### config.mk
export PLATFORM = sky130hd
export DESIGN_NAME = psg_tone_noise_core
export DESIGN_NICKNAME = d
export VERILOG_FILES = /design/src/rtl/psg_pkg.sv /design/src/rtl/psg_regs.sv /design/src/rtl/psg_counters.sv /design/src/rtl/psg_rate.sv /design/src/rtl/psg_tone_noise_core.sv
export VERILOG_INCLUDE_DIRS = /design/src /design/src/rtl
export SDC_FILE = /design/constraint.sdc
export NUM_CORES = 1
export LEC_CHECK = 0
export BUFFER_PORTS_ARGS = -buffer_cell sky130_fd_sc_hd__buf_2
export CAP_MARGIN = 10
export CORE_UTILIZATION = 46
export CTS_CLUSTER_SIZE = 14
export DETAILED_ROUTE_END_ITERATION = 8
export PLACE_DENSITY = 0.66
export SLEW_MARGIN = 20
export SYNTH_ARGS = -nofsm -noshare
export SYNTH_HDL_FRONTEND = slang
export SYNTH_SLANG_ARGS = --single-unit
### constraint.sdc
create_clock -name i_clk -period 4.1 [get_ports i_clk]
set_clock_uncertainty 0.05 [all_clocks]
set_input_delay 0 -clock i_clk [delete_from_list [all_inputs] [get_ports i_clk]]
set_output_delay 0 -clock i_clk [all_outputs]
set_load 0.02 [all_outputs]
### src/rtl/psg_tone_noise_core_defines.svh
// Assertion macros shared by the tone and noise generator RTL.
// Depends on nothing; the files that assert take it by include.
`ifndef PSG_TONE_NOISE_CORE_DEFINES_SVH
`define PSG_TONE_NOISE_CORE_DEFINES_SVH

// Same-cycle implication, disabled while the synchronous reset is held.
`define PSG_ASSERT_NOW(lbl, clk, rst_n, ante, cons) \
    lbl: assert property (@(posedge clk) disable iff (!rst_n) (ante) |-> (cons)) \
        else $error("psg assertion failed");

// Next-cycle implication, disabled while the synchronous reset is held.
`define PSG_ASSERT_NEXT(lbl, clk, rst_n, ante, cons) \
    lbl: assert property (@(posedge clk) disable iff (!rst_n) (ante) |=> (cons)) \
        else $error("psg assertion failed");

`endif

### src/rtl/psg_pkg.sv
// Shared types and constants of the tone and noise generator.
// Depends on nothing; every RTL module refers to it by scoped names.
`default_nettype none

package psg_pkg;

    localparam int NUM_TONES = 3;
    localparam int NUM_CHANS = 4;

    // Channel code of the noise channel.
    localparam logic [1:0] NOISE_CH = 2'd3;

    // Noise reload selection codes (noise control bits 1..0).
    localparam logic [1:0] NOISE_RATE_16  = 2'd0;
    localparam logic [1:0] NOISE_RATE_32  = 2'd1;
    localparam logic [1:0] NOISE_RATE_64  = 2'd2;
    localparam logic [1:0] NOISE_RATE_T2  = 2'd3;

    // Reset values.
    localparam logic [9:0]  PERIOD_RESET     = 10'h3ff;
    localparam logic [3:0]  ATTEN_RESET      = 4'hf;
    localparam logic [2:0]  NOISE_CTRL_RESET = 3'd7;
    localparam logic [15:0] COUNT_RESET      = 16'd1;
    localparam logic [19:0] RATIO_RESET      = 20'd20779;

    // Accumulator step per generator tick (128, one whole sample unit).
    localparam logic [20:0] RATE_STEP = 21'd128;

    // Configuration register index.
    localparam logic REG_SAMPLE_RATIO = 1'b0;

    // Control values handed from the register file to the counters.
    typedef struct packed {
        logic [NUM_TONES-1:0][9:0] period;
        logic [2:0]                noise_ctrl;
    } t_gen_cfg;

endpackage

`default_nettype wire

### src/rtl/psg_regs.sv
// Bus write decoder and register file: latch state, periods, noise control, attenuation.
// Depends on psg_pkg.
`default_nettype none

module psg_regs (
    input  wire logic                   i_clk,
    input  wire logic                   i_rst_n,
    input  wire logic                   i_en,
    input  wire logic                   i_write_n,
    input  wire logic                   i_ioreq_n,
    input  wire logic [7:0]             i_port_address,
    input  wire logic [7:0]             i_write_data,
    output psg_pkg::t_gen_cfg           o_cfg_next,
    output logic [2:0]                  o_noise_ctrl,
    output logic [psg_pkg::NUM_CHANS-1:0][3:0] o_atten
);

    logic [psg_pkg::NUM_CHANS-1:0][3:0] r_atten, n_atten;
    logic [psg_pkg::NUM_TONES-1:0][9:0] r_period, n_period;
    logic [2:0] r_noise_ctrl, n_noise_ctrl;
    logic [1:0] r_latch_ch, n_latch_ch;
    logic       r_latch_vol, n_latch_vol;
    logic       wr;
    logic [1:0] tgt_ch;
    logic       tgt_vol;

    assign wr      = !i_write_n && !i_ioreq_n && i_port_address[6];
    assign tgt_ch  = i_write_data[7] ? i_write_data[6:5] : r_latch_ch;
    assign tgt_vol = i_write_data[7] ? i_write_data[4]   : r_latch_vol;

    always_comb begin
        n_atten      = r_atten;
        n_period     = r_period;
        n_noise_ctrl = r_noise_ctrl;
        n_latch_ch   = r_latch_ch;
        n_latch_vol  = r_latch_vol;
        if (wr) begin
            if (i_write_data[7]) begin
                n_latch_ch  = i_write_data[6:5];
                n_latch_vol = i_write_data[4];
            end
            if (tgt_vol) begin
                n_atten[tgt_ch] = i_write_data[3:0];
            end else if (tgt_ch == psg_pkg::NOISE_CH) begin
                n_noise_ctrl = i_write_data[2:0];
            end else if (i_write_data[7]) begin
                n_period[tgt_ch][3:0] = i_write_data[3:0];
            end else begin
                n_period[tgt_ch][9:4] = i_write_data[5:0];
            end
        end
    end

    always_ff @(posedge i_clk) begin
        if (!i_rst_n) begin
            r_atten      <= {psg_pkg::NUM_CHANS{psg_pkg::ATTEN_RESET}};
            r_period     <= {psg_pkg::NUM_TONES{psg_pkg::PERIOD_RESET}};
            r_noise_ctrl <= psg_pkg::NOISE_CTRL_RESET;
            r_latch_ch   <= 2'd0;
            r_latch_vol  <= 1'b0;
        end else if (i_en) begin
            r_atten      <= n_atten;
            r_period     <= n_period;
            r_noise_ctrl <= n_noise_ctrl;
            r_latch_ch   <= n_latch_ch;
            r_latch_vol  <= n_latch_vol;
        end
    end

    // The counters reload from the values that include this tick's write.
    assign o_cfg_next.period     = n_period;
    assign o_cfg_next.noise_ctrl = n_noise_ctrl;
    assign o_noise_ctrl          = r_noise_ctrl;
    assign o_atten               = r_atten;

endmodule

`default_nettype wire

### src/rtl/psg_counters.sv
// Tone and noise down counters with their polarities, and the noise step index that advances every tick.
// Depends on psg_pkg.
`default_nettype none

module psg_counters #(
    parameter logic [15:0] NOISE_START = 16'd0
) (
    input  wire logic                         i_clk,
    input  wire logic                         i_rst_n,
    input  wire logic                         i_en,
    input  psg_pkg::t_gen_cfg                 i_cfg,
    output logic [psg_pkg::NUM_CHANS-1:0]     o_polarity,
    output logic [15:0]                       o_noise_step
);

    logic [psg_pkg::NUM_CHANS-1:0][15:0] r_cnt, n_cnt;
    logic [psg_pkg::NUM_CHANS-1:0]       r_pol, n_pol;
    logic [15:0]                         r_pos;
    logic [psg_pkg::NUM_CHANS-1:0][15:0] dec;
    logic [15:0]                         noise_reload;

    always_comb begin
        case (i_cfg.noise_ctrl[1:0])
            psg_pkg::NOISE_RATE_16: noise_reload = 16'h0010;
            psg_pkg::NOISE_RATE_32: noise_reload = 16'h0020;
            psg_pkg::NOISE_RATE_64: noise_reload = 16'h0040;
            psg_pkg::NOISE_RATE_T2: noise_reload = {6'd0, i_cfg.period[2]};
            default:                noise_reload = {6'd0, i_cfg.period[2]};
        endcase
    end

    always_comb begin
        for (int i = 0; i < psg_pkg::NUM_TONES; i++) begin
            dec[i]   = r_cnt[i] - 16'd1;
            n_cnt[i] = dec[i];
            n_pol[i] = r_pol[i];
            if (dec[i] == 16'd0) begin
                n_pol[i] = !r_pol[i];
                n_cnt[i] = {6'd0, i_cfg.period[i]};
            end
        end
        dec[psg_pkg::NOISE_CH]   = r_cnt[psg_pkg::NOISE_CH] - 16'd1;
        n_cnt[psg_pkg::NOISE_CH] = dec[psg_pkg::NOISE_CH];
        n_pol[psg_pkg::NOISE_CH] = r_pol[psg_pkg::NOISE_CH];
        if (dec[psg_pkg::NOISE_CH] == 16'd0) begin
            n_pol[psg_pkg::NOISE_CH] = !r_pol[psg_pkg::NOISE_CH];
            n_cnt[psg_pkg::NOISE_CH] = noise_reload;
        end
    end

    always_ff @(posedge i_clk) begin
        if (!i_rst_n) begin
            r_cnt <= {psg_pkg::NUM_CHANS{psg_pkg::COUNT_RESET}};
            r_pol <= '1;
            r_pos <= NOISE_START;
        end else if (i_en) begin
            r_cnt <= n_cnt;
            r_pol <= n_pol;
            r_pos <= r_pos + 16'd1;
        end
    end

    assign o_polarity   = r_pol;
    assign o_noise_step = r_pos;

endmodule

`default_nettype wire

### src/rtl/psg_rate.sv
// Clock ratio register and fractional sample rate accumulator.
// Depends on psg_pkg.
`default_nettype none

module psg_rate (
    input  wire logic        i_clk,
    input  wire logic        i_rst_n,
    input  wire logic        i_en,
    input  wire logic        i_ratio_we,
    input  wire logic [19:0] i_ratio_data,
    output logic [19:0]      o_ratio,
    output logic             o_due
);

    logic [19:0] r_ratio;
    logic [20:0] r_acc;
    logic        r_due;
    logic [20:0] sum;
    logic        hit;

    assign sum = r_acc + psg_pkg::RATE_STEP;
    assign hit = sum >= {1'b0, r_ratio};

    always_ff @(posedge i_clk) begin
        if (!i_rst_n) begin
            r_ratio <= psg_pkg::RATIO_RESET;
            r_acc   <= 21'd0;
            r_due   <= 1'b0;
        end else if (i_ratio_we) begin
            // A new ratio restarts the sample phase.
            r_ratio <= i_ratio_data;
            r_acc   <= 21'd0;
        end else if (i_en) begin
            r_due <= hit;
            if (hit) begin
                r_acc <= 21'({1'b0, sum[6:0]} + {1'b0, r_ratio[6:0]});
            end else begin
                r_acc <= sum;
            end
        end
    end

    assign o_ratio = r_ratio;
    assign o_due   = r_due;

endmodule

`default_nettype wire

### src/rtl/psg_tone_noise_core.sv
// Four-channel tone and noise generator core: one request is one generator clock tick,
// possibly carrying a bus write, and yields one result with the state after that tick.
// Depends on psg_pkg, psg_regs, psg_counters, psg_rate and the assertion macro header.
//
// Each accepted request first lands in an input register. From there a single pass of
// short logic applies the optional bus write (latch byte or data byte, qualified by
// write_n and ioreq_n low and port address bit 6 set), steps the three tone counters
// and the noise counter, advances the noise step index and the sample rate accumulator,
// and stores the new state. The state registers themselves are the result register,
// so the result stays put while the downstream side stalls, and the input register
// takes the next request meanwhile. The block sustains one request per clock while the
// result side does not stall; a request passes through the input register into the
// state registers, which show its result. Period writes take effect
// in the same tick, so a counter that reloads in that tick already uses the new period.
// The sample ratio register sits at word 0 of the APB port; writing it also
// restarts the sample accumulator and is meant for when no request is in flight.
// There is no clearing pass after reset: the block accepts requests right away.
`default_nettype none

`include "psg_tone_noise_core_defines.svh"

module psg_tone_noise_core #(
    parameter logic [15:0] NOISE_START = 16'd0
) (
    input  wire logic        i_clk,
    input  wire logic        i_rst_n,
    // Configuration port.
    input  wire logic        psel,
    input  wire logic        penable,
    input  wire logic        pwrite,
    input  wire logic [2:0]  paddr,
    input  wire logic [31:0] pwdata,
    output logic [31:0]      prdata,
    output logic             pready,
    // Request channel.
    input  wire logic        i_in_valid,
    output logic             o_in_stall,
    input  wire logic        i_write_n,
    input  wire logic        i_ioreq_n,
    input  wire logic [7:0]  i_port_address,
    input  wire logic [7:0]  i_write_data,
    // Result channel.
    output logic             o_out_valid,
    input  wire logic        i_out_stall,
    output logic             o_sample_due,
    output logic             o_tone0_level,
    output logic             o_tone1_level,
    output logic             o_tone2_level,
    output logic             o_noise_gate,
    output logic [3:0]       o_atten0,
    output logic [3:0]       o_atten1,
    output logic [3:0]       o_atten2,
    output logic [3:0]       o_atten3,
    output logic [15:0]      o_noise_step
);

    // Input register.
    logic       r_in_valid, n_in_valid;
    logic       r_write_n;
    logic       r_ioreq_n;
    logic [7:0] r_port_address;
    logic [7:0] r_write_data;
    logic       r_out_valid, n_out_valid;

    logic       in_take;
    logic       adv;
    logic       ratio_we;

    psg_pkg::t_gen_cfg                  cfg_next;
    logic [2:0]                         noise_ctrl;
    logic [psg_pkg::NUM_CHANS-1:0][3:0] atten;
    logic [psg_pkg::NUM_CHANS-1:0]      polarity;
    logic [19:0]                        ratio;

    // The held request moves into the state when the result slot is empty or being taken.
    assign adv        = r_in_valid && (!r_out_valid || !i_out_stall);
    assign o_in_stall = r_in_valid && !adv;
    assign in_take    = i_in_valid && !o_in_stall;

    always_comb begin
        n_in_valid = r_in_valid;
        if (in_take) begin
            n_in_valid = 1'b1;
        end else if (adv) begin
            n_in_valid = 1'b0;
        end
    end

    always_comb begin
        n_out_valid = r_out_valid;
        if (adv) begin
            n_out_valid = 1'b1;
        end else if (!i_out_stall) begin
            n_out_valid = 1'b0;
        end
    end

    always_ff @(posedge i_clk) begin
        if (!i_rst_n) begin
            r_in_valid  <= 1'b0;
            r_out_valid <= 1'b0;
        end else begin
            r_in_valid  <= n_in_valid;
            r_out_valid <= n_out_valid;
        end
    end

    always_ff @(posedge i_clk) begin
        if (in_take) begin
            r_write_n      <= i_write_n;
            r_ioreq_n      <= i_ioreq_n;
            r_port_address <= i_port_address;
            r_write_data   <= i_write_data;
        end
    end

    // Configuration port: zero wait states, one register at word 0.
    assign pready   = 1'b1;
    assign ratio_we = psel && penable && pwrite && (paddr[2] == psg_pkg::REG_SAMPLE_RATIO);
    assign prdata   = (paddr[2] == psg_pkg::REG_SAMPLE_RATIO) ? {12'd0, ratio} : 32'd0;

    psg_regs u_regs (
        .i_clk          (i_clk),
        .i_rst_n        (i_rst_n),
        .i_en           (adv),
        .i_write_n      (r_write_n),
        .i_ioreq_n      (r_ioreq_n),
        .i_port_address (r_port_address),
        .i_write_data   (r_write_data),
        .o_cfg_next     (cfg_next),
        .o_noise_ctrl   (noise_ctrl),
        .o_atten        (atten)
    );

    psg_counters #(
        .NOISE_START (NOISE_START)
    ) u_counters (
        .i_clk        (i_clk),
        .i_rst_n      (i_rst_n),
        .i_en         (adv),
        .i_cfg        (cfg_next),
        .o_polarity   (polarity),
        .o_noise_step (o_noise_step)
    );

    psg_rate u_rate (
        .i_clk        (i_clk),
        .i_rst_n      (i_rst_n),
        .i_en         (adv),
        .i_ratio_we   (ratio_we),
        .i_ratio_data (pwdata[19:0]),
        .o_ratio      (ratio),
        .o_due        (o_sample_due)
    );

    assign o_out_valid   = r_out_valid;
    assign o_tone0_level = polarity[0];
    assign o_tone1_level = polarity[1];
    assign o_tone2_level = polarity[2];
    // White-noise mode keeps the noise gate open regardless of the noise polarity.
    assign o_noise_gate  = noise_ctrl[2] | polarity[3];
    assign o_atten0      = atten[0];
    assign o_atten1      = atten[1];
    assign o_atten2      = atten[2];
    assign o_atten3      = atten[3];

    // A tick that moves into the state always produces a visible result.
    `PSG_ASSERT_NEXT(a_adv_gives_result, i_clk, i_rst_n, adv, r_out_valid)
    // The request side is only held off while a request waits in the input register.
    `PSG_ASSERT_NOW(a_stall_needs_held, i_clk, i_rst_n, o_in_stall, r_in_valid)
    // A held request that cannot advance is still there in the next cycle.
    `PSG_ASSERT_NEXT(a_held_kept, i_clk, i_rst_n, r_in_valid && !adv, r_in_valid)
    // Every tick advances the noise step by exactly one.
    `PSG_ASSERT_NEXT(a_step_count, i_clk, i_rst_n, adv,
        o_noise_step == 16'($past(o_noise_step) + 16'd1))

endmodule

`default_nettype wire

; ---- Word level (Yosys, flattened, before mapping)
; Index checks and enable logic that the tools add are counted.
[word_totals]
reg_bits = 197
inputBits = 60
output_inout_bits = 72
wordCells = 113
[op_classes]
addsub = 7
n_lt_le_gt_ge = 3
n_eq_ne = 5
n_mux = 29
bitwise = 5
n_reduce_logical = 35
[ops]
columns = cell, count
row1 = $mux 30, 4
row2 = $logic_not 16->1, 4
row3 = $mux 16, 4
row4 = $pmux 16 s4, 1
row5 = $sub 16x1->16 const B, 4
row6 = $bwmux 30, 2
row7 = $demux 10 s2, 2
row8 = $add 21x8->21 const B, 1
row9 = $ge 21x20->1, 1
row10 = $mux 21, 1
row11 = $mux 20, 1
row12 = $add 16x1->16 const B, 1
row13 = $bwmux 16, 1
row14 = $reduce_and 2->1, 6
row15 = $logic_not 1->1, 10
row16 = $mux 10, 1
row17 = $logic_and 1x1->1, 9
row18 = $add 7x7->8, 1
row19 = $demux 4 s2, 1
row20 = $mux 2, 4
row21 = $mux 4, 2
row22 = $eq 2x2->1 const B, 3
row23 = $mux 1, 5
row24 = $not 1->1, 4
row25 = other kinds (11), 11

; ---- Longest topological paths before layout
; Gate-level depths: netlist of the first run.
[logic_depth]
depth_word = 12
depth_mapped = 15
depth_no_buf = 12

; ---- Hierarchy
; Synthesis of the first run repeated with hierarchy kept, for this count alone.
[hier_totals]
cells_unflattened = 1268
hier_area_um2 = 11327.1
[modules_own_cells]
columns = mod, instances, cells_each, area_each_um2, seq_area_each_um2
row1 = psg_counters, 1, 634, 5143.7, 1681.6
row2 = psg_rate, 1, 317, 2710.1, 840.8
row3 = psg_regs, 1, 252, 2592.5, 1041.0
row4 = psg_tone_noise_core, 1, 65, 880.8, 580.6

; ---- Worst setup path before layout of the first run
; Ideal clock, no wire load.
[synth_timing]
path_kind = reg2reg
from = register u_rate.r_acc[10]
to = register u_rate.r_acc[7]
setup_ns = 0.132
arrival_time_ns = 2.762
slack_ns = 1.156
path_stages_with_launch = 15
n_path_buf = 3
period_less_slack_ns = 2.944
cell_sequence = dfxtp_1 clkbuf_1 and3_1 and3_1 clkbuf_1 nand4_1 xnor2_1 ha_1 nand3_1 nand2b_1 nand4_1 a21oi_1 clkbuf_1 mux2i_1 a21oi_1
[synth_between]
elab_chain_cells = 3
[synth_rtl]
columns = item, line_no
row1 = from (decl), psg_rate.sv:16  ; logic [20:0] r_acc;
row2 = from (signal assigned), psg_rate.sv:36  ; r_acc <= 21'({1'b0, sum[6:0]} + {1'b0, r_ratio[6:0]});
row3 = from (signal assigned), psg_rate.sv:38  ; r_acc <= sum;
row4 = $add 21x8->21, psg_rate.sv:21  ; assign sum = r_acc + psg_pkg::RATE_STEP;
row5 = $ge 21x20->1, psg_rate.sv:22  ; assign hit = sum >= {1'b0, r_ratio};
row6 = $mux 21, psg_rate.sv:35  ; if (hit) begin
; No other way between the ends.
; A chain may end at the register's enable or synchronous reset.

; ---- Final worst setup path of the first run
[layout_timing]
from = register u_counters.r_cnt[16] (netlist bit)
to = register u_counters.r_cnt[20] (netlist bit)
[layout_between]
elab_chain_cells = 3
[layout_rtl]
columns = item, line_no
row1 = from (decl), psg_counters.sv:16  ; logic [psg_pkg::NUM_CHANS-1:0][15:0] r_cnt, n_cnt;
row2 = from (signal assigned), psg_counters.sv:53  ; r_cnt <= {psg_pkg::NUM_CHANS{psg_pkg::COUNT_RESET}};
row3 = from (signal assigned), psg_counters.sv:57  ; r_cnt <= n_cnt;
row4 = $sub 16x1->16 *, psg_counters.sv:34  ; dec[i] = r_cnt[i] - 16'd1;
row5 = $logic_not 16->1, psg_counters.sv:37  ; if (dec[i] == 16'd0) begin
row6 = $mux 16 *, psg_counters.sv:37
; Mark *: on every way between the ends. The rest lies on a longest branch, timed or not.

==> flow_summary.yaml, run 1 <==
grt:
  grt_overflow: 0
  grt_max_degree: 90
  grt_pass1_wl_mm: 42.0
  grt_usage: 0.214
  first_global_vias: 8625
  antenna_found_initial: 0
synth:
  synth_cells: 1293
  synth_xor_area_frac: 0.0449
  muxShareOfSynthArea: 0.0576
  netlist_area_mm2: 0.0105
  ys.flop_type: "dfxtp_1"
  synth-compound-area-share: 0.160
  yosys.area_share.simple: 0.256
  synth_area_per_cell_um2: 8.15
  synth_top_family_by_area: "simple AND/OR/NAND/NOR gates"
  synth_cell_type_count: 77
  synth_fa_ha_area_frac: 0.0458
  synthArstFlopShare: 0
  ys_ff_latch: 191
  yosysSeqAreaShare: 0.373
  synth-edff-count: 11
  ys_warn_count: 0
drt:
  drt_iter0_markers: 654
  drc: 0
  first_pass_iters: 5
  via_per_inst: 5.62
  wl_mm: 24.9
  ant_nets: 0
  vias: 9362
  wl_per_cell_um: 15.0
sta:
  slew_headroom: 0.347
  finalSetupViolCount: 0
  fin_setup_tns_ps: 0
  min_period_over_period: 0.827
  rsz0062_at_grt: "no"
  holdWs_ps: 65.9
  fin_crit_ps: 3390
  clock.fmax_mhz: 295
  tightest_slew_ps: 977
  slew_viol_final: 0
  timing.final.hold_violations: 0
power_and_ir_drop:
  power-per-cell-area_mw_per_mm2: 511
  leakage_nw: 4.89
  internal_power_w: 0.00378
  finalPower_w: 0.00614
  power_frac_clock: 0.274
  combPwrFrac: 0.338
  switchingPower_w: 0.00235
  ir_worst_vdd_v: 0.000291
  p_sw_frac: 0.384
  sequentialPowerShare: 0.388
layout:
  final_cell_mix: "180 x dfxtp_1, 163 x nand2_1, 116 x nor2_1"
  fin_area_mm2: 0.0120
  layout-drive-gt1-share: 0.126
  nets: 1466
  area_delta_synth_final_pct: 14.0
  post-route-util: 0.532
  final_common_cell: "dfxtp_1"
  antenna_cells: 0
worst_hold_path:
  hp-class: "primary input to flop"
worst_setup_path:
  path_class: "flop to flop"
  slowest_stage: "or4b_2"
  crit_arrival_ps: 3700
  worst_setup_path_start_kind: "flop"
  worstPathCellList: "inv_1 -> ha_1 -> or4b_2 -> nor4bb_1 -> mux2i_1 -> o32ai_1 -> nand4_1 -> or3_1 -> o211ai_1"
  endpoint_kind: "flop"
  critPathMaxStageDelay_ps: 690
  critPathRequiredTime_ps: 4410
  path_max_fanout: 12
clock_network:
  cts_buffers: 17
  clk_latency_ps: 440
  cts_buffer_depth: 2
  path_clk_slew_ps: 80
  cts_num_sinks: 191
  ctsHtreeMaxLevel: 4
  cts_tree: "yes"
  cts-root-buf: "clkbuf_16"
  post_cts_buffers: 0
place:
  portBuffers: 97
  dpl.hpwl_mm: 16.3
  gp_congestion: 0.858
  dpl_cell_area_mm2: 0.0111
floorplanning:
  dieArea_mm2: 0.0235
  ios: 132
  core_mm2: 0.0226
  fp.dieH_um: 153
  rows: 55
  start_util: 0.467
  fp.dieW_um: 153
job:
  cap_violations: 0
outcome:
  status: "complete, no violations"
## power groups by stage
stage	registers (W)	clock network [W]	logic, W
final	0.00238	0.00168	0.00207
after global routing	0.00243	0.00181	0.00233
after CTS	0.00237	0.00172	0.00207
after detailed placement	0.00242	0	0.00203
after global placement	0.00241	0	0.00199
after floorplan	0.00232	0	0.00168
## flip-flops by register name, indices dropped and copies added (netlist names), 3 cells and up
signal                   count
u_regs.r_period             30
u_rate.r_acc                21
u_regs.o_noise_ctrl          3
u_counters.r_cnt            64
u_counters.o_noise_step     16
u_counters.o_polarity        4
u_regs.o_atten              16
r_write_data                 8
u_rate.o_ratio              20
## area by class of cell
type | count | area [um2]
fill | 2129 | 10600
multi-input combinational | 970 | 6010
sequential | 191 | 3930
timing repair buffer | 143 | 933
clock buffer | 18 | 450
tap | 285 | 357
inverter | 45 | 171
clock inverter | 14 | 163
## cells by family (layout without fill, tap and decap cells)
kind of cell | count (synthesis) | in the layout
flops | 191 | 191
compound gates | 263 | 263
mux | 60 | 60
buf+inv | 143 | 220
other cells | 2 | 13
fa+ha+maj | 38 | 38
simple gates | 542 | 542
xor+xnor | 54 | 54
## path summary, 6_finish.rpt
kind / slack (ps) / endpoint / depth (start not counted) / startpoint
max: 710 / u_counters.r_cnt[20] / 9 / u_counters.r_cnt[16]
min: 70 / u_rate.o_ratio[16] / 5 / penable
max reg2reg: 710 / u_counters.r_cnt[20] / 9 / u_counters.r_cnt[16]
min reg2reg: 410 / u_rate.o_ratio[11] / 2 / u_rate.o_ratio[11]
## critical path, delay by kind of cell, from the launching register on
kind	cells	cell delay (ps)
buf+inv	1	80
simple gates	4	2040
mux	1	110
fa+ha+maj	1	370
flops	1	370
compound gates	2	290
## metal layers
layer  wire [um]  track usage
met1       12300        0.295
met2       11200        0.348
met3        1110       0.0354
met4         246       0.0533
met5           0            0
## Yosys cell counts, drive strengths merged (3+ instances only)
cell type	instances	area share
a2111oi	3	0.0031
a211o	3	0.0025
a211oi	11	0.0078
a21o	5	0.0038
a21oi	82	0.039
a311oi	6	0.0050
a31o	6	0.0050
a31oi	23	0.014
and3	10	0.0059
buf	24	0.014
clkbuf	73	0.031
dfxtp	180	0.34
edfxtp	11	0.031
ha	37	0.044
inv	44	0.016
mux2	5	0.0053
mux2i	55	0.052
nand2	164	0.058
nand2b	11	0.0065
nand3	75	0.036
nand3b	9	0.0064
nand4	18	0.011
nand4b	7	0.0058
nor2	116	0.041
nor2b	11	0.0065
nor3	36	0.018
nor3b	8	0.0057
nor4	26	0.017
nor4b	5	0.0056
o211ai	26	0.019
o21a	3	0.0021
o21ai	51	0.025
o21bai	3	0.0021
o22ai	4	0.0024
o311ai	10	0.0083
o31a	5	0.0042
o31ai	8	0.0057
or2	8	0.0047
or3	20	0.012
or4	5	0.0036
or4b	6	0.0061
xnor2	33	0.027
xor2	21	0.017
## metrics by stage
stage | instances | worst slack, ps
final | 1666 | 708
after global routing | 1666 | 352
after CTS | 1666 | 677
after detailed placement | 1599 | 665
after global placement | 1599 | 780
after floorplan | 1304 | 1160
## what timing repair did
action                                 in CTS  in global routing
hold buffers                               35                  0
endpoints found under the hold margin      34                  0
gates resized for setup                     0                  0
No activity file was read; power rests on OpenSTA's default activity.
==> inputs of run 2 (changes only) <==
Settings changed: ABC_AREA set to 1, PLACE_DENSITY 0.66 to 0.68.
Clock period 4.1 ns to 2.8 ns, I/O delays scaled along.
==> run 2 against run 1 <==
  * Maximum frequency up 25%
  * Critical path depth increased by 7
  * Sequential power rose by 24%
  * Synthesized area up 4.0%
  * Cell count is 28% higher
  * Largest cell class unchanged
  * First-iteration DRC count increased by 25%
  * Total power grew 11%
  * Worst hold slack gained 120 ps
  * Clock-buffer cell count unchanged
  * Die area is 3.9% higher
  * Register-to-register slack got worse by 630 ps
  * Sequential share of layout area decreased by 2.0 points
==> flow_summary.yaml, run 2 <==
outcome:
  status: "complete, no violations"
sta:
  rsz0062_at_grt: "yes"
  slew_headroom: 0.517
  slew_viol_final: 0
  holdWs_ps: 191
  tightest_slew_ps: 723
  finalSetupViolCount: 0
  timing.final.hold_violations: 0
  clock.fmax_mhz: 368
  final.setup.worst_slack_ps: 79.4
  min_period_over_period: 0.972
  fin_crit_ps: 2720
layout:
  antenna_cells: 0
  area_delta_synth_final_pct: 17.2
  final_cell_mix: "426 x nand2_1, 249 x nor2_1, 180 x inv_1"
  nets: 1897
  top_register: "u_counters.r_cnt"
  largest_reg_flops: 64
  top_regs: "u_counters.r_cnt x64, u_regs.r_period x30, u_rate.r_acc x21"
  final_common_cell: "nand2_1"
  layout-drive-gt1-share: 0.121
drt:
  vias: 10900
  ant_nets: 0
  drc: 0
  first_pass_iters: 5
  via_per_inst: 5.09
  wl_mm: 27.5
  wl_per_cell_um: 12.9
  drt_iter0_markers: 817
worst_setup_path:
  critPathRequiredTime_ps: 3100
  path_class: "flop to flop"
  crit_arrival_ps: 3020
  path_max_fanout: 6
  worst_setup_path_start_kind: "flop"
  endpoint_kind: "flop"
synth:
  ys_ff_latch: 191
  ys_warn_count: 0
  synth_cell_type_count: 43
  synthArstFlopShare: 0
  synth-edff-count: 11
  netlist_area_mm2: 0.0110
  synth_area_per_cell_um2: 6.51
  synth_cells: 1685
  synthTopCellsByCount: "429 x nand2_1, 251 x nor2_1, 184 x inv_1, 180 x dfxtp_1, 157 x a21oi_1"
  synthTopCellsByArea: "dfxtp_1 33%, nand2_1 15%, nor2_1 8.6%, a21oi_1 7.2%, inv_1 6.3%"
  synth_top_area_cell: "dfxtp_1"
  ys.flop_type: "dfxtp_1"
  synth.most_common_cell: "nand2_1"
  yosysSeqAreaShare: 0.359
  yosys.area.top_type_share: 0.329
clock_network:
  cts-root-buf: "clkbuf_16"
  cts_tree: "yes"
  cts_buffer_depth: 2
  cts_buffers: 17
  cts_num_sinks: 191
  path_clk_slew_ps: 80
  clk_latency_ps: 440
  ctsHtreeMaxLevel: 4
power_and_ir_drop:
  leakage_nw: 6.15
  power_frac_clock: 0.353
  ir_worst_vdd_v: 0.000321
  power-per-cell-area_mw_per_mm2: 530
  internal_power_w: 0.00454
  sequentialPowerShare: 0.435
  finalPower_w: 0.00681
  p_sw_frac: 0.333
  combPwrFrac: 0.212
  switchingPower_w: 0.00227
floorplanning:
  rows: 56
  fp.dieW_um: 156
  start_util: 0.468
  core_mm2: 0.0234
  ios: 132
  fp.dieH_um: 156
  dieArea_mm2: 0.0245
grt:
  use_met3: 0.0385
  grt_overflow: 0
  grt_usage: 0.226
  grt_util_met1: 0.322
  grt_pass1_wl_mm: 45.4
  use_met2: 0.357
  first_global_vias: 9542
  grt_max_degree: 134
  antenna_found_initial: 0
  top_usage_layer: "met2"
worst_hold_path:
  hp-class: "primary input to flop"
place:
  portBuffers: 97
  gp_congestion: 0.881
  place_ws_ps: 32.8
  dpl.hpwl_mm: 18.9
job:
  cap_violations: 0
[run 2: changes by cell type after synthesis, sizes merged, moves of 27 or more]
cell   change
nand2    +272
inv      +149
nand3     +33
nor2     +150
o21ai     +53
mux2i     -55
xnor2     -27
a21oi     +75
[run 2: worst max-delay path: stages (launching register included)]
cell	delay [ps]
dfxtp_1	340
buf_4	140
nand3_1	120
nor2_2	200
nand2_1	110
xor2_2	160
ha_1	320
nand2_1	90
o21ai_1	70
nor2_1	110
nand2_1	70
a21oi_2	160
nand2_1	120
nor2_4	190
buf_12	130
nand3_1	90
a21oi_1	160
[run 2: worst paths after layout]
check / start / end / slack [ps] / cells past startpoint
max reg2reg: u_rate.r_acc[7] / u_rate.r_acc[12] / 80 / 16
min: penable / u_rate.o_ratio[0] / 190 / 4
max: u_rate.r_acc[7] / u_rate.r_acc[12] / 80 / 16
min reg2reg: u_regs.r_period[14] / u_regs.r_period[14] / 420 / 2
[run 2: what timing repair did]
| item | CTS | global route |
|---|---|---|
| setup buffers | 0 | 4 |
| hold buffers | 35 | 0 |
| resized for setup | 0 | 33 |
| hold endpoints to repair | 34 | 0 |
| endpoints found under the setup margin | 0 | 21 |
[run 2: cell families after synthesis]
| kind of cell | Yosys count | share of synthesized area |
|---|---|---|
| simple gates | 870 | 0.337 |
| compound gates | 296 | 0.143 |
| buf+inv | 262 | 0.0947 |
| flops | 191 | 0.359 |
| fa+ha+maj | 38 | 0.0441 |
| xor+xnor | 26 | 0.0215 |
| other cells | 2 | 0.000685 |
[run 2: layout make-up]
class / count / area (um2)
tap: 319 / 399
clock inverter: 14 / 153
clock buffer: 18 / 429
multi-input combinational: 1244 / 6160
timing repair buffer: 151 / 1030
inverter: 194 / 732
fill: 2302 / 10600
sequential: 191 / 3940
[run 2: power groups by stage]
stage / clock network (W) / logic, W / registers [W]
global placement: 0 / 0.00137 / 0.00302
CTS: 0.00246 / 0.00143 / 0.00296
floorplan: 0 / 0.00109 / 0.00301
global route: 0.00257 / 0.00164 / 0.00298
finish: 0.00240 / 0.00144 / 0.00296
detailed placement: 0 / 0.00138 / 0.00303
[run 2: per-layer routing]
| metal | part of all wire | wire (um) |
|---|---|---|
| met5 | 0 | 0 |
| met4 | 0.0085 | 234 |
| met3 | 0.046 | 1270 |
| met2 | 0.45 | 12400 |
| met1 | 0.49 | 13600 |
[run 2: stage by stage]
stage / instances / util / TNS [ps] / area [um2]
floorplan: 1696 / - / 0 / 11000
global placement: 2058 / 0.501 / 0 / 11700
detailed placement: 2058 / 0.501 / 0 / 11700
CTS: 2125 / 0.541 / 0 / 12700
global route: 2131 / 0.549 / -1770 / 12800
finish: 2131 / 0.549 / 0 / 12800
==> inputs of run 3 (changes only) <==
Settings changed: ABC_AREA 1 to unset.
==> run 3 against run 2 <==
  * Core utilization rose by 1.8 points
  * Wire length fell by 6.5%
  * Sequential cell count did not move
==> flow_summary.yaml, run 3 (synthesized netlist as in run 1, its figures left out) <==
sta:
  timing.final.hold_violations: 0
  rsz0062_at_grt: "yes"
  tightest_slew_ps: 929
  clock.fmax_mhz: 366
  fin_crit_ps: 2730
  slew_viol_final: 0
  finalSetupViolCount: 0
  slew_headroom: 0.379
  min_period_over_period: 0.975
power_and_ir_drop:
  finalPower_w: 0.00959
  leakage_nw: 5.29
  power-per-cell-area_mw_per_mm2: 750
  ir_worst_vdd_v: 0.000507
worst_setup_path:
  endpoint_kind: "flop"
  reg2reg_from: "u_rate.r_acc[8]"
  crit_path_start: "u_rate.r_acc[8]"
  r2r_setup_slack_ps: 70
  worstPathCellList: "and3_4 -> nand3_1 -> xnor2_1 -> ha_1 -> a211o_1 -> a2111oi_2 -> o21ai_1 -> a21oi_4 -> buf_12 -> nor4_1 -> a31o_2"
  worst_setup_path_start_kind: "flop"
  slowest_stage: "dfxtp_4"
  path_max_fanout: 6
  path_class: "flop to flop"
  critPathMaxStageDelay_ps: 380
  crit_arrival_ps: 3000
  critPathRequiredTime_ps: 3070
place:
  portBuffers: 97
  dpl.hpwl_mm: 17.0
  gp_congestion: 0.859
drt:
  drt_iter0_markers: 574
  ant_nets: 0
  via_per_inst: 5.54
  vias: 9646
  drc: 0
  wl_per_cell_um: 14.8
  wl_mm: 25.7
  first_pass_iters: 5
layout:
  area_delta_synth_final_pct: 21.4
  largest_reg_flops: 64
  multiInputGateArea_mm2: 0.00620
  top_register: "u_counters.r_cnt"
  final_cell_mix: "173 x dfxtp_1, 162 x nand2_1, 114 x nor2_1"
  seqCellArea_mm2: 0.00395
  nets: 1541
  top_regs: "u_counters.r_cnt x64, u_regs.r_period x30, u_rate.r_acc x21"
  fillers: 2001
  antenna_cells: 0
  post-route-util: 0.567
  layout-drive-gt1-share: 0.192
  final_common_cell: "dfxtp_1"
grt:
  antenna_found_initial: 0
  grt_overflow: 0
  grt_pass1_wl_mm: 42.6
  first_global_vias: 8930
  grt_usage: 0.216
  grt_max_degree: 51
worst_hold_path:
  hp-class: "primary input to flop"
  min_from: "penable"
clock_network:
  path_clk_slew_ps: 70
  clk_latency_ps: 440
  cts_buffers: 17
  cts_buffer_depth: 2
  cts-root-buf: "clkbuf_16"
  cts_num_sinks: 191
  cts_tree: "yes"
  ctsHtreeMaxLevel: 4
floorplanning:
  rows: 55
  core_mm2: 0.0226
  start_util: 0.467
  dieArea_mm2: 0.0235
  ios: 132
  fp.dieW_um: 153
  fp.dieH_um: 153
outcome:
  status: "complete, no violations"
job:
  cap_violations: 0
## run 3: changes by cell type in the layout (fill, tap and decap cells not counted), sizes merged, moves of 33 or more
cell   change
mux2i     +55
o21ai     -53
buf       +59
inv      -146
a21oi     -75
nand3     -33
nand2    -273
nor2     -150
## run 3: repair_timing
| item | CTS | global route |
|---|---|---|
| hold buffers | 42 | 0 |
| endpoints found under the hold margin | 59 | 0 |
| resized for setup | 2 | 50 |
| gates cloned | 0 | 2 |
| endpoints found under the setup margin | 7 | 44 |
| pin swaps | 0 | 19 |
| setup buffers | 0 | 5 |
## run 3: layout make-up
type                       count  area share
clock buffer                  17      0.0332
clock inverter                15      0.0117
inverter                      45      0.0132
multi-input combinational    970       0.484
sequential                   191       0.308
tap                          285      0.0279
timing repair buffer         218       0.121
## run 3: critical path: cells and delay by family, from the launching register on
family	cells	cell delay, ps
AOI/OAI and AO/OA	5	1290
DFF	1	380
and+or+nand+nor	3	330
adders and majority gates	1	220
xor gates and xnor gates	1	170
buffers and inverters	1	160
## run 3: stage by stage
| stage | hold WS [ps] | setup TNS, ps | instances | instance area [um2] | setup slack, ps |
|---|---|---|---|---|---|
| finish | 80.1 | 0 | 1741 | 12800 | 69.2 |
| global route | 104 | -737 | 1741 | 12800 | -53.7 |
| CTS | 56.9 | 0 | 1734 | 12500 | 12.5 |
| detailed placement | 128 | -168 | 1660 | 11500 | -41.8 |
| global placement | 126 | -1.67 | 1660 | 11500 | -1.67 |
| floorplan | 48.9 | 0 | 1304 | 10600 | 14.9 |
## run 3: path summary, 6_finish.rpt
kind	end	depth (start not counted)
hold / removal	u_rate.o_ratio[2]	5
hold reg to reg	u_rate.o_ratio[10]	2
setup reg to reg	u_rate.r_acc[2]	11
setup / recovery	u_rate.r_acc[2]	11
## run 3: power by group
part | switching, W | leakage [nW] | internal (W)
Clock | 0.00116 | 0.277 | 0.00126
Sequential | 0.000378 | 1.57 | 0.00304
Combinational | 0.00201 | 3.44 | 0.00175
Total | 0.00355 | 5.29 | 0.00605
## run 3: routing by layer
| metal | share of wire | vias up | GRT usage |
|---|---|---|---|
| met2 | 0.46 | 222 | 0.359 |
| met4 | 0.011 | 0 | 0.0571 |
| met3 | 0.042 | 25 | 0.0346 |
| met1 | 0.49 | 4485 | 0.292 |
| met5 | 0 | - | 0 |
| li1 | - | 4914 | - |
